`config.mk`:
```
export PLATFORM = sky130hd
export DESIGN_NAME = arabic_text_token_normalizer_top
export DESIGN_NICKNAME = d
export VERILOG_FILES = /design/src/hdl/atn_pkg.sv /design/src/hdl/atn_front.sv /design/src/hdl/atn_queue.sv /design/src/hdl/atn_back.sv /design/src/hdl/arabic_text_token_normalizer_top.sv
export SDC_FILE = /design/constraint.sdc
export NUM_CORES = 1
export LEC_CHECK = 0
export ABC_AREA = 1
export BUFFER_PORTS_ARGS = -buffer_cell sky130_fd_sc_hd__buf_2
export CORE_MARGIN = 2
export CORE_UTILIZATION = 35
export DETAILED_ROUTE_END_ITERATION = 10
export GPL_ROUTABILITY_DRIVEN = 0
export HOLD_SLACK_MARGIN = 0.05
export MAX_ROUTING_LAYER = met4
export PLACE_DENSITY = 0.55
export SKIP_CTS_REPAIR_TIMING = 1
export SYNTH_ARGS = -nofsm -noshare
export SYNTH_HDL_FRONTEND = slang
export SYNTH_SLANG_ARGS = --single-unit
```
`constraint.sdc`:
```
create_clock -name clk -period 22 [get_ports clk]
set_input_delay 4.4 -clock clk [delete_from_list [all_inputs] [get_ports clk]]
set_output_delay 4.4 -clock clk [all_outputs]
set_load 0.03 [all_outputs]
```
`src/hdl/atn_pkg.sv`:
```
// Shared types, constants and character helpers for the token normalizer.
package atn_pkg;

  localparam int MAX_CHAR_BYTES = 6;
  localparam int QDEPTH = 4;
  localparam int QPTR_W = $clog2(QDEPTH);

  // character classes
  localparam logic [2:0] CLS_REMOVE = 3'd0;
  localparam logic [2:0] CLS_ALIF   = 3'd1;
  localparam logic [2:0] CLS_MAQSRA = 3'd2;
  localparam logic [2:0] CLS_YEHHMZ = 3'd3;
  localparam logic [2:0] CLS_TEHMRB = 3'd4;
  localparam logic [2:0] CLS_KEEP   = 3'd5;

  localparam logic [7:0] SPACE_BYTE = 8'h20;

  // one unit of work handed from front to back: data bytes, then an optional end marker
  typedef struct packed {
    logic [2:0]       n;
    logic [5:0][7:0]  data_bytes;
    logic             has_end;
    logic [15:0]      start_off;
    logic [15:0]      end_off;
    logic [15:0]      len;
  } job_t;

  function automatic logic [30:0] decode_cp(input logic [5:0][7:0] b, input logic [2:0] a);
    logic [7:0]  lead_mask;
    logic [30:0] cp;
    lead_mask = 8'hFF >> ({1'b0, a} + 4'd1);
    cp = {23'd0, b[0] & lead_mask};
    for (int k = 1; k < MAX_CHAR_BYTES; k++) begin
      if (3'(k) < a) begin
        cp = {cp[24:0], b[k][5:0]};
      end
    end
    return cp;
  endfunction

  function automatic logic [2:0] classify(input logic [30:0] cp);
    logic [2:0] c;
    if (cp == 31'd1548 || (cp >= 31'd1552 && cp <= 31'd1562) ||
        (cp >= 31'd1750 && cp <= 31'd1773) || cp == 31'd1600 ||
        (cp >= 31'd1611 && cp <= 31'd1631) || cp == 31'd1648) begin
      c = CLS_REMOVE;
    end else if (cp == 31'd1571 || cp == 31'd1573 || cp == 31'd1570 || cp == 31'd1649) begin
      c = CLS_ALIF;
    end else if (cp == 31'd1610) begin
      c = CLS_MAQSRA;
    end else if (cp == 31'd1569) begin
      c = CLS_YEHHMZ;
    end else if (cp == 31'd1607) begin
      c = CLS_TEHMRB;
    end else begin
      c = CLS_KEEP;
    end
    return c;
  endfunction

endpackage

```
`src/hdl/atn_front.sv`:
```
// Front end: takes text bytes, tracks word and character state, builds jobs.
module atn_front #(
  parameter int OFFSET_BITS = 16
) (
  input  logic          clk,
  input  logic          rst,
  input  logic          push,
  output logic          full,
  input  logic [7:0]    text_byte,
  input  logic          final_byte,
  input  logic          q_full,
  output logic          job_push,
  output atn_pkg::job_t job
);
  import atn_pkg::*;

  logic [OFFSET_BITS-1:0] byte_position;
  logic                   in_word;
  logic [OFFSET_BITS-1:0] word_start;
  logic [15:0]            emitted_count;
  logic [5:0][7:0]        pend;
  logic [2:0]             pend_count;
  logic [2:0]             exp_count;

  logic                   accept;
  logic                   is_space;
  logic                   punct;
  logic [5:0][7:0]        cur;
  logic [2:0]             pc_after;
  logic [2:0]             exp_after;
  logic [2:0]             step_n;
  logic [5:0][7:0]        step_bytes;
  logic [2:0]             lead_len;
  logic                   close;
  logic [OFFSET_BITS-1:0] pos_inc;

  function automatic logic is_punct(input logic [7:0] b);
    logic r;
    case (b)
      8'h20, 8'h3F, 8'h2E, 8'h23, 8'h21, 8'h2A, 8'h25, 8'h5E, 8'h7E, 8'h60,
      8'h22, 8'h3E, 8'h3C, 8'h3B, 8'h29, 8'h28, 8'h2B, 8'h2D, 8'h3D, 8'h24,
      8'h2F, 8'h5C, 8'h7C, 8'h2C, 8'h3A, 8'h7B, 8'h7D, 8'h5B, 8'h5D, 8'h5F: r = 1'b1;
      default: r = 1'b0;
    endcase
    return r;
  endfunction

  assign full     = q_full;
  assign accept   = push && !q_full;
  assign is_space = (text_byte == SPACE_BYTE);
  assign punct    = is_punct(text_byte);
  assign pos_inc  = byte_position + 1'b1;

  always_comb begin
    if (text_byte < 8'hE0)      lead_len = 3'd2;
    else if (text_byte < 8'hF0) lead_len = 3'd3;
    else if (text_byte < 8'hF8) lead_len = 3'd4;
    else if (text_byte < 8'hFC) lead_len = 3'd5;
    else                        lead_len = 3'd6;
  end

  always_comb begin
    cur        = pend;
    pc_after   = pend_count;
    exp_after  = exp_count;
    step_n     = 3'd0;
    step_bytes = '0;
    if (!punct) begin
      if (exp_count != 3'd0) begin
        cur[pend_count] = text_byte;
        pc_after = pend_count + 3'd1;
        if (pc_after >= exp_count) begin
          pc_after  = 3'd0;
          exp_after = 3'd0;
          case (classify(decode_cp(cur, exp_count)))
            CLS_REMOVE: step_n = 3'd0;
            CLS_ALIF: begin
              step_n = 3'd2; step_bytes[0] = 8'hD8; step_bytes[1] = 8'hA7;
            end
            CLS_MAQSRA: begin
              step_n = 3'd2; step_bytes[0] = 8'hD9; step_bytes[1] = 8'h89;
            end
            CLS_YEHHMZ: begin
              step_n = 3'd2; step_bytes[0] = 8'hD8; step_bytes[1] = 8'hA6;
            end
            CLS_TEHMRB: begin
              step_n = 3'd2; step_bytes[0] = 8'hD8; step_bytes[1] = 8'hA9;
            end
            default: begin
              step_n = exp_count; step_bytes = cur;
            end
          endcase
        end
      end else if (text_byte[7:6] == 2'b11 && text_byte < 8'hFE) begin
        cur[0]    = text_byte;
        pc_after  = 3'd1;
        exp_after = lead_len;
      end else begin
        step_n        = 3'd1;
        step_bytes[0] = text_byte;
      end
    end
  end

  // a space closes an open word; the last byte closes whatever word it leaves open
  assign close = is_space ? in_word : final_byte;

  always_comb begin
    job.has_end    = close;
    job.start_off  = 16'(word_start);
    job.end_off    = is_space ? 16'(byte_position) : 16'(pos_inc);
    if (close && pc_after != 3'd0) begin
      // incomplete character flushed as is
      job.n          = pc_after;
      job.data_bytes = cur;
    end else begin
      job.n          = step_n;
      job.data_bytes = step_bytes;
    end
    job.len = emitted_count + 16'(job.n);
  end

  assign job_push = accept && (job.n != 3'd0 || close);

  always_ff @(posedge clk) begin
    if (accept) begin
      pend <= cur;
    end
  end

  always_ff @(posedge clk) begin
    if (rst) begin
      byte_position <= '0;
      in_word       <= 1'b0;
      word_start    <= '0;
      emitted_count <= '0;
      pend_count    <= '0;
      exp_count     <= '0;
    end else if (accept) begin
      if (final_byte) begin
        byte_position <= '0;
        in_word       <= 1'b0;
        word_start    <= '0;
        emitted_count <= '0;
        pend_count    <= '0;
        exp_count     <= '0;
      end else begin
        byte_position <= pos_inc;
        in_word       <= !is_space;
        if (close) begin
          word_start    <= byte_position;
          emitted_count <= '0;
          pend_count    <= '0;
          exp_count     <= '0;
        end else begin
          emitted_count <= job.len;
          pend_count    <= pc_after;
          exp_count     <= exp_after;
        end
      end
    end
  end

endmodule

```
`src/hdl/atn_queue.sv`:
```
// Short job queue between the front and the back.
module atn_queue (
  input  logic          clk,
  input  logic          rst,
  input  logic          push,
  input  atn_pkg::job_t push_job,
  output logic          full,
  input  logic          pop,
  output atn_pkg::job_t head_job,
  output logic          empty
);
  import atn_pkg::*;

  job_t              mem [QDEPTH];
  logic [QPTR_W-1:0] wr_ptr;
  logic [QPTR_W-1:0] rd_ptr;
  logic [QPTR_W:0]   count;
  logic              do_push;
  logic              do_pop;

  assign full     = (count == (QPTR_W+1)'(QDEPTH));
  assign empty    = (count == '0);
  assign do_push  = push && !full;
  assign do_pop   = pop && !empty;
  assign head_job = mem[rd_ptr];

  always_ff @(posedge clk) begin
    if (do_push) begin
      mem[wr_ptr] <= push_job;
    end
  end

  // depth is a power of two, pointers wrap on their own
  always_ff @(posedge clk) begin
    if (rst) begin
      wr_ptr <= '0;
      rd_ptr <= '0;
      count  <= '0;
    end else begin
      if (do_push) wr_ptr <= wr_ptr + 1'b1;
      if (do_pop)  rd_ptr <= rd_ptr + 1'b1;
      if (do_push && !do_pop)      count <= count + 1'b1;
      else if (!do_push && do_pop) count <= count - 1'b1;
    end
  end

endmodule

```
`src/hdl/atn_back.sv`:
```
// Back end: walks one job at a time, one result word per cycle while pop is held.
module atn_back (
  input  logic          clk,
  input  logic          rst,
  input  atn_pkg::job_t head_job,
  input  logic          q_empty,
  output logic          q_pop,
  output logic          empty,
  input  logic          pop,
  output logic          is_token_end,
  output logic [7:0]    token_byte,
  output logic [15:0]   start_offset,
  output logic [15:0]   end_offset,
  output logic [15:0]   token_length,
  output logic          last_of_run
);
  import atn_pkg::*;

  job_t       job;
  logic       valid;
  logic [2:0] idx;
  logic [2:0] total;
  logic       marker;
  logic       last;
  logic       take;
  logic       load;

  assign total  = job.n + {2'b00, job.has_end};
  assign marker = (idx >= job.n);
  assign last   = (idx == total - 3'd1);
  assign take   = pop && valid;
  assign load   = !q_empty && (!valid || (take && last));
  assign q_pop  = load;

  assign empty        = !valid;
  assign is_token_end = marker;
  assign token_byte   = marker ? 8'd0 : job.data_bytes[idx];
  assign start_offset = marker ? job.start_off : 16'd0;
  assign end_offset   = marker ? job.end_off : 16'd0;
  assign token_length = marker ? job.len : 16'd0;
  assign last_of_run  = last;

  always_ff @(posedge clk) begin
    if (load) begin
      job <= head_job;
    end
  end

  always_ff @(posedge clk) begin
    if (rst) begin
      valid <= 1'b0;
      idx   <= '0;
    end else if (load) begin
      valid <= 1'b1;
      idx   <= '0;
    end else if (take && last) begin
      valid <= 1'b0;
    end else if (take) begin
      idx <= idx + 3'd1;
    end
  end

endmodule

```
`src/hdl/arabic_text_token_normalizer_top.sv`:
```
// Top level of the token normalizer: front, job queue, back.
//
//  channel  dir  handshake       fields
//  input    in   push / full     text_byte, final_byte
//  result   out  empty / pop     is_token_end, token_byte, start_offset,
//                                end_offset, token_length, last_of_run
//
// One byte is taken per cycle while full is low; it yields up to seven result words,
// which the back end hands out one per cycle while pop is held, so the result port
// sets the pace. A four-entry job queue sits between the front and the back end;
// full rises only when it is full. Bytes that give no result are taken but push no job.
// rst is synchronous and clears all control state; no clearing pass is needed.
module arabic_text_token_normalizer_top #(
  parameter int OFFSET_BITS = 16
) (
  input  logic        clk,
  input  logic        rst,
  input  logic        push,
  output logic        full,
  input  logic [7:0]  text_byte,
  input  logic        final_byte,
  output logic        empty,
  input  logic        pop,
  output logic        is_token_end,
  output logic [7:0]  token_byte,
  output logic [15:0] start_offset,
  output logic [15:0] end_offset,
  output logic [15:0] token_length,
  output logic        last_of_run
);
  import atn_pkg::*;

  job_t front_job;
  job_t head_job;
  logic job_push;
  logic q_full;
  logic q_empty;
  logic q_pop;

  atn_front #(.OFFSET_BITS(OFFSET_BITS)) u_front (
    .clk        (clk),
    .rst        (rst),
    .push       (push),
    .full       (full),
    .text_byte  (text_byte),
    .final_byte (final_byte),
    .q_full     (q_full),
    .job_push   (job_push),
    .job        (front_job)
  );

  atn_queue u_queue (
    .clk      (clk),
    .rst      (rst),
    .push     (job_push),
    .push_job (front_job),
    .full     (q_full),
    .pop      (q_pop),
    .head_job (head_job),
    .empty    (q_empty)
  );

  atn_back u_back (
    .clk          (clk),
    .rst          (rst),
    .head_job     (head_job),
    .q_empty      (q_empty),
    .q_pop        (q_pop),
    .empty        (empty),
    .pop          (pop),
    .is_token_end (is_token_end),
    .token_byte   (token_byte),
    .start_offset (start_offset),
    .end_offset   (end_offset),
    .token_length (token_length),
    .last_of_run  (last_of_run)
  );

endmodule

```
==> results of run 1 <==
## cell usage after synthesis (8+ instances only)
cell,n
edfxtp_1,548
o22ai_1,113
a21oi_1,97
o21ai_0,309
xor2_1,24
dfxtp_1,66
buf_2,16
nor3b_1,9
o21ai_1,10
buf_6,10
o21ai_2,32
clkbuf_1,109
nand4_1,22
nor3_1,31
nor2_2,11
inv_1,188
nand2_1,470
nand3_1,171
buf_4,8
nor2_1,323
nand2_2,14
ha_1,19
inv_2,18
## path summary, 6_finish.rpt
check	end	slack, ns	startpoint
max reg2reg	u_front.emitted_count[14]	14.82	u_front.exp_count[2]
min reg2reg	u_front.emitted_count[0]	0.48	u_front.emitted_count[0]
min	u_front.emitted_count[0]	0.48	u_front.emitted_count[0]
max	u_front.emitted_count[14]	12.12	text_byte[2]
## cell usage in the layout (no fill, tap or decap), types with 7 or more instances in the layout
cell type    n
buf_4       27
o21ai_1     10
inv_1      186
nor2_1     317
dfxtp_1     64
o211ai_1     7
nor2_2      11
a21oi_1     97
edfxtp_1   548
xor2_1      24
xnor2_1      7
nand4_1     22
nand3_1    171
nor3b_1      9
buf_2       72
nor3_1      31
clkinv_2    12
nand2_2     14
o21ai_0    309
nand2_1    470
clkbuf_1    15
clkbuf_16   70
nor2_4       8
ha_1        19
clkinv_1    13
o22ai_1    113
o21ai_2     32
nand3_2      7
inv_2       19
## metrics by stage
| stage | util [%] | hold slack (ns) | cells |
|---|---|---|---|
| 2_1_floorplan | - | 0.450 | 2701 |
| 3_3_place_gp | 36.9 | 0.457 | 3703 |
| 3_5_place_dp | 36.9 | 0.469 | 3703 |
| 4_1_cts | 39.7 | 0.477 | 3825 |
| 5_1_grt | 39.7 | 0.498 | 3826 |
| 6_report | 39.7 | 0.476 | 3827 |
## worst register-to-register path: cells and delay by family (launching register included)
kind            cells  cell delay (ns)
compound gates      4             0.95
xor+xnor            1             0.32
fa+ha+maj           2             0.68
buf+inv             3             0.91
flops               1             0.30
simple gates       20             3.95
## power groups by stage
stage / registers (mW) / logic, mW / clock network (mW)
3_5_place_dp: 1.70 / 1.24 / 0
2_1_floorplan: 1.68 / 0.850 / 0
4_1_cts: 1.68 / 1.25 / 1.13
5_1_grt: 1.69 / 1.36 / 1.18
3_3_place_gp: 1.69 / 1.22 / 0
6_report: 1.67 / 1.23 / 1.11
## layer usage
| metal | wire, µm | vias up | share of wire (%) | global-route usage (%) |
|---|---|---|---|---|
| li1 | - | 9480 | - | - |
| met1 | 31900 | 9608 | 43 | 23.6 |
| met2 | 35100 | 658 | 47 | 29.7 |
| met3 | 4480 | 147 | 6.0 | 2.98 |
| met4 | 2590 | 0 | 3.5 | 6.78 |
| met5 | 0 | - | 0 | - |
## cell families after synthesis
group	count (synthesis)
AO/OA/AOI/OAI	590
adder cells (fa/ha/maj)	21
AND/OR/NAND/NOR	1086
buffers and inverters	359
flip-flops	614
XOR/XNOR	31
## layout make-up
cell class / count / area (µm²)
fill: 7551 / 47500
sequential: 614 / 17800
multi-input combinational: 1728 / 8580
clock buffer: 88 / 1850
tap: 1050 / 1310
inverter: 211 / 797
timing repair buffer: 100 / 583
clock inverter: 34 / 317
antenna: 2 / 5.00
## flip-flops by register name, summed over array words and instances, names as in the netlist
register / cells
u_front.byte_position: 16
u_back.valid: 1
u_back.idx: 3
u_back.job: 100
u_front.exp_count: 3
u_front.in_word: 1
u_queue.rd_ptr: 2
u_queue.mem: 400
u_queue.count: 3
u_front.pend: 48
u_front.word_start: 16
u_front.emitted_count: 16
u_front.pend_count: 3
u_queue.wr_ptr: 2
==> metrics, run 1 <==
Synth Area in XOR/XNOR 0.977%; final setup margin 12.12 ns; worst-path fanout max 20; period utilization 44.9%; Adder-Cell Fraction of Synth Area 1.00%; switching share of power 36.5%; Mapped Area 0.0278 mm²; Ys Warns 0; core area 0.0787 mm²; clock transition at the registers of the reported paths 0.06 ns; final number of setup-violating endpoints 0; layout cells sized above 1 11.3%; placed wire-length estimate 45.6 mm; ANT nets after route 0; floorplan row count 103; required time of the critical path 22.52 ns; Slew headroom 24.9%; Finished Cell Area 0.0312 mm²; library cells used by synthesis 53; H-tree levels 3; clock power share 27.6%; largest family of logic cells by synthesized area simple AND/OR/NAND/NOR gates; Die X 286 µm; post-synthesis sequential area ratio 64.0%; first-pass GRT wire length 114 mm; EDFF count, synth 548; TritonCTS clock tree done; outcome finished, final reports clean; fin crit period 9.88 ns; Initial DRC Count 2,100; GRT Util Overall 18.5%; area grow syn2layout 12.4%; Peak VDD IR 98.7 µV; DR vias 19,900; Fmax achieved 101 MHz; Ports 73; CTS Buf Count 68; critical path capture point type flop; Die ar. 0.0817 mm²; Root Driver clkbuf_16; Synth Area in Compound Gates 11.9%; Sum Neg Setup Slack 0 ns; Yosys top cell area share 59.2%; starting density of the core 35.3%; wire per inst 19.4 µm; arrival time at the worst endpoint 10.40 ns; Internal 2.54 mW; total congestion overflow 0; Worst R2R Path Depth 30; clk sinks 614; clk_skew 0.0166 ns; Clk Latency, worst-skew pair 0.60 ns; post-synthesis mux area share 0%; Crit path depth 26; Worst Hold Depth 2; Gate power share 30.6%; CP dominant cell by count nand2_1; Synth area leaders edfxtp_1 59%, nand2_1 6.3%, o21ai_0 5.6%, dfxtp_1 4.8%, nor2_1 4.4%; Pwr per Cell Area 128 mW/mm²; vias in the first global route 19,300; drt pass-1 iters 6; P_leak 11.6 nW; cell count after synthesis 2,701; initial antenna violation count 3; sw power 1.46 mW; nets@finish 2,757; I/O Buffers 72; Die H 286 µm; Max-cap violations 0; slew at the pin closest to its max-slew limit 1.13 ns; largest net degree at the start of global routing 168; Max clock buf depth 3; placed cell areas 0.0291 mm²; number of synthesized register bits 614; Final Power 4.01 mW; Critical Path Source Type input pin; Final Slew Violations 0; pre-CTS setup slack 11.63 ns; Syn Area/Cell 10.3 µm²; CP peak stage delay 0.57 ns; prevailing post-synth register cell edfxtp_1; sequential fraction of design power 41.8%; critical path class input pin to flop; WL final 74.1 mm; delay-heaviest family, CP simple AND/OR/NAND/NOR gates; final hold vios 0; routed vias/inst 5.20; DRC viols 0; Post-Syn Nets 2,735; top cell type by total area after synthesis edfxtp_1; RSZ-0062 raised after global routing no; async set-or-reset flop fraction in the synthesized netlist 0%; Worst path slowest cell nand2_1; Buf/Inv on CP 6; post-synthesis simple-gate area fraction 16.8%; Hold Crit Class flop to flop
Note: power is estimated with default switching activity, not from simulation.
==> inputs of run 2 (changes only) <==
==> constraint.sdc (replaced) <==
create_clock -name clk -period 10.4 [get_ports clk]
set_input_delay 2.08 -clock clk [delete_from_list [all_inputs] [get_ports clk]]
set_output_delay 2.08 -clock clk [all_outputs]
set_load 0.03 [all_outputs]
==> metrics, run 2 (synthesized netlist as in run 1, its figures left out) <==
fin crit period 7.55 ns; Top Registers u_queue.mem (400), u_back.job (100), u_front.pend (48); Worst path slowest cell nand2_1; CP dominant cell by count nand2_1; floorplan row count 103; Die X 286 µm; routed vias/inst 5.20; max reg flops 400; slew at the pin closest to its max-slew limit 1.06 ns; Clk Latency, worst-skew pair 0.62 ns; placed cell areas 0.0291 mm²; period utilization 72.6%; ANT nets after route 0; Hold Crit Class flop to flop; DRC viols 0; Worst R2R Path Depth 30; vias in the first global route 19,300; Critical R2R Launch u_front.exp_count[2]; Largest Register u_queue.mem; final number of setup-violating endpoints 0; Die ar. 0.0817 mm²; required time of the critical path 10.93 ns; largest net degree at the start of global routing 148; commonest non-fill, non-tap cell in the layout edfxtp_1; Sum Neg Setup Slack 0 ns; worst-path fanout max 20; CP peak stage delay 0.58 ns; most frequent cells in the layout 548 x edfxtp_1, 470 x nand2_1, 317 x nor2_1; Peak VDD IR 140 µV; arrival time at the worst endpoint 8.08 ns; Max-cap violations 0; Finished Cell Area 0.0313 mm²; final setup margin 2.85 ns; post-layout util 39.8%; layout cells sized above 1 11.5%; first-pass GRT wire length 113 mm; Initial DRC Count 2,197; initial antenna violation count 4; worst hold endpoint u_front.emitted_count[0]; clock transition at the registers of the reported paths 0.06 ns; TritonCTS clock tree done; Slew headroom 29.6%; clk_skew 0.0326 ns; Ports 73; nets@finish 2,758; CTS Buf Count 68; placed wire-length estimate 46.1 mm; Reg2Reg Setup Slack 3.24 ns; H-tree levels 3; reg-to-reg endpoint u_front.emitted_count[14]; Die H 286 µm; DR vias 19,900; pre-CTS setup slack 2.41 ns; Final Slew Violations 0; core area 0.0787 mm²; WL final 73.4 mm; I/O Buffers 72; total congestion overflow 0; critical path capture point type flop; outcome finished, final reports clean; Root Driver clkbuf_16; wire per inst 19.2 µm; P_leak 11.6 nW; RSZ-0062 raised after global routing no; Critical Path Source Type input pin; Pwr per Cell Area 271 mW/mm²; final hold vios 0; Layout fillers 7,546; critical path class input pin to flop; Max clock buf depth 3; GRT Util Overall 18.4%; area grow syn2layout 12.8%; Worst Hold Depth 2; starting density of the core 35.3%; drt pass-1 iters 9; hold_sp u_front.emitted_count[0]; Fmax achieved 132 MHz; Final Power 8.50 mW; clk sinks 614
==> run 2: cell count changes in the layout (fill, tap and decap cells not counted), sizes merged <==
cell,previous run,this run
clkinv,28,34
clkbuf,88,84
buf,100,101
inv,210,209
==> run 2: worst max path at each step <==
stage	from	end	depth (start not counted)
2_1_floorplan	text_byte[1]	u_queue.mem[0][0]	17
3_3_place_gp	text_byte[2]	u_front.emitted_count[14]	26
3_5_place_dp	text_byte[2]	u_front.emitted_count[14]	26
4_1_cts	text_byte[2]	u_front.emitted_count[14]	26
5_1_grt	text_byte[2]	u_front.emitted_count[14]	26
6_report	text_byte[2]	u_front.emitted_count[14]	26
==> run 2: critical path: cells and delay by family <==
family	cells	cell delay, ns
AOI/OAI and AO/OA	4	1.05
xor gates and xnor gates	1	0.31
adders and majority gates	1	0.46
buffers and inverters	6	1.18
and+or+nand+nor	14	2.98
==> run 2: metal layers <==
layer	track usage [%]	vias to the layer above	share of wire, %
met5	-	-	0
met4	5.41	0	2.5
met3	2.87	118	5.9
met2	30.5	645	49
met1	23.3	9680	42
li1	-	9485	-
==> run 2: metrics by stage <==
| stage | instances | hold WS [ns] |
|---|---|---|
| 6_report | 3829 | 0.476 |
| 5_1_grt | 3829 | 0.503 |
| 4_1_cts | 3827 | 0.473 |
| 3_5_place_dp | 3704 | 0.464 |
| 3_3_place_gp | 3704 | 0.457 |
| 2_1_floorplan | 2701 | 0.450 |
==> run 2: layout make-up <==
class | count | area [µm²] | area share, %
timing repair buffer | 101 | 616 | 1.96
sequential | 614 | 17800 | 56.8
antenna | 2 | 5.00 | 0.0160
clock inverter | 39 | 414 | 1.32
clock buffer | 84 | 1820 | 5.81
tap | 1050 | 1310 | 4.19
inverter | 211 | 797 | 2.54
multi-input combinational | 1728 | 8580 | 27.4
==> run 2: where the power goes <==
part / internal (mW) / switching, mW / total (mW)
registers: 3.37 / 0.168 / 3.54
clock network: 1.37 / 0.998 / 2.36
logic: 0.640 / 1.95 / 2.59
total: 5.38 / 3.12 / 8.50
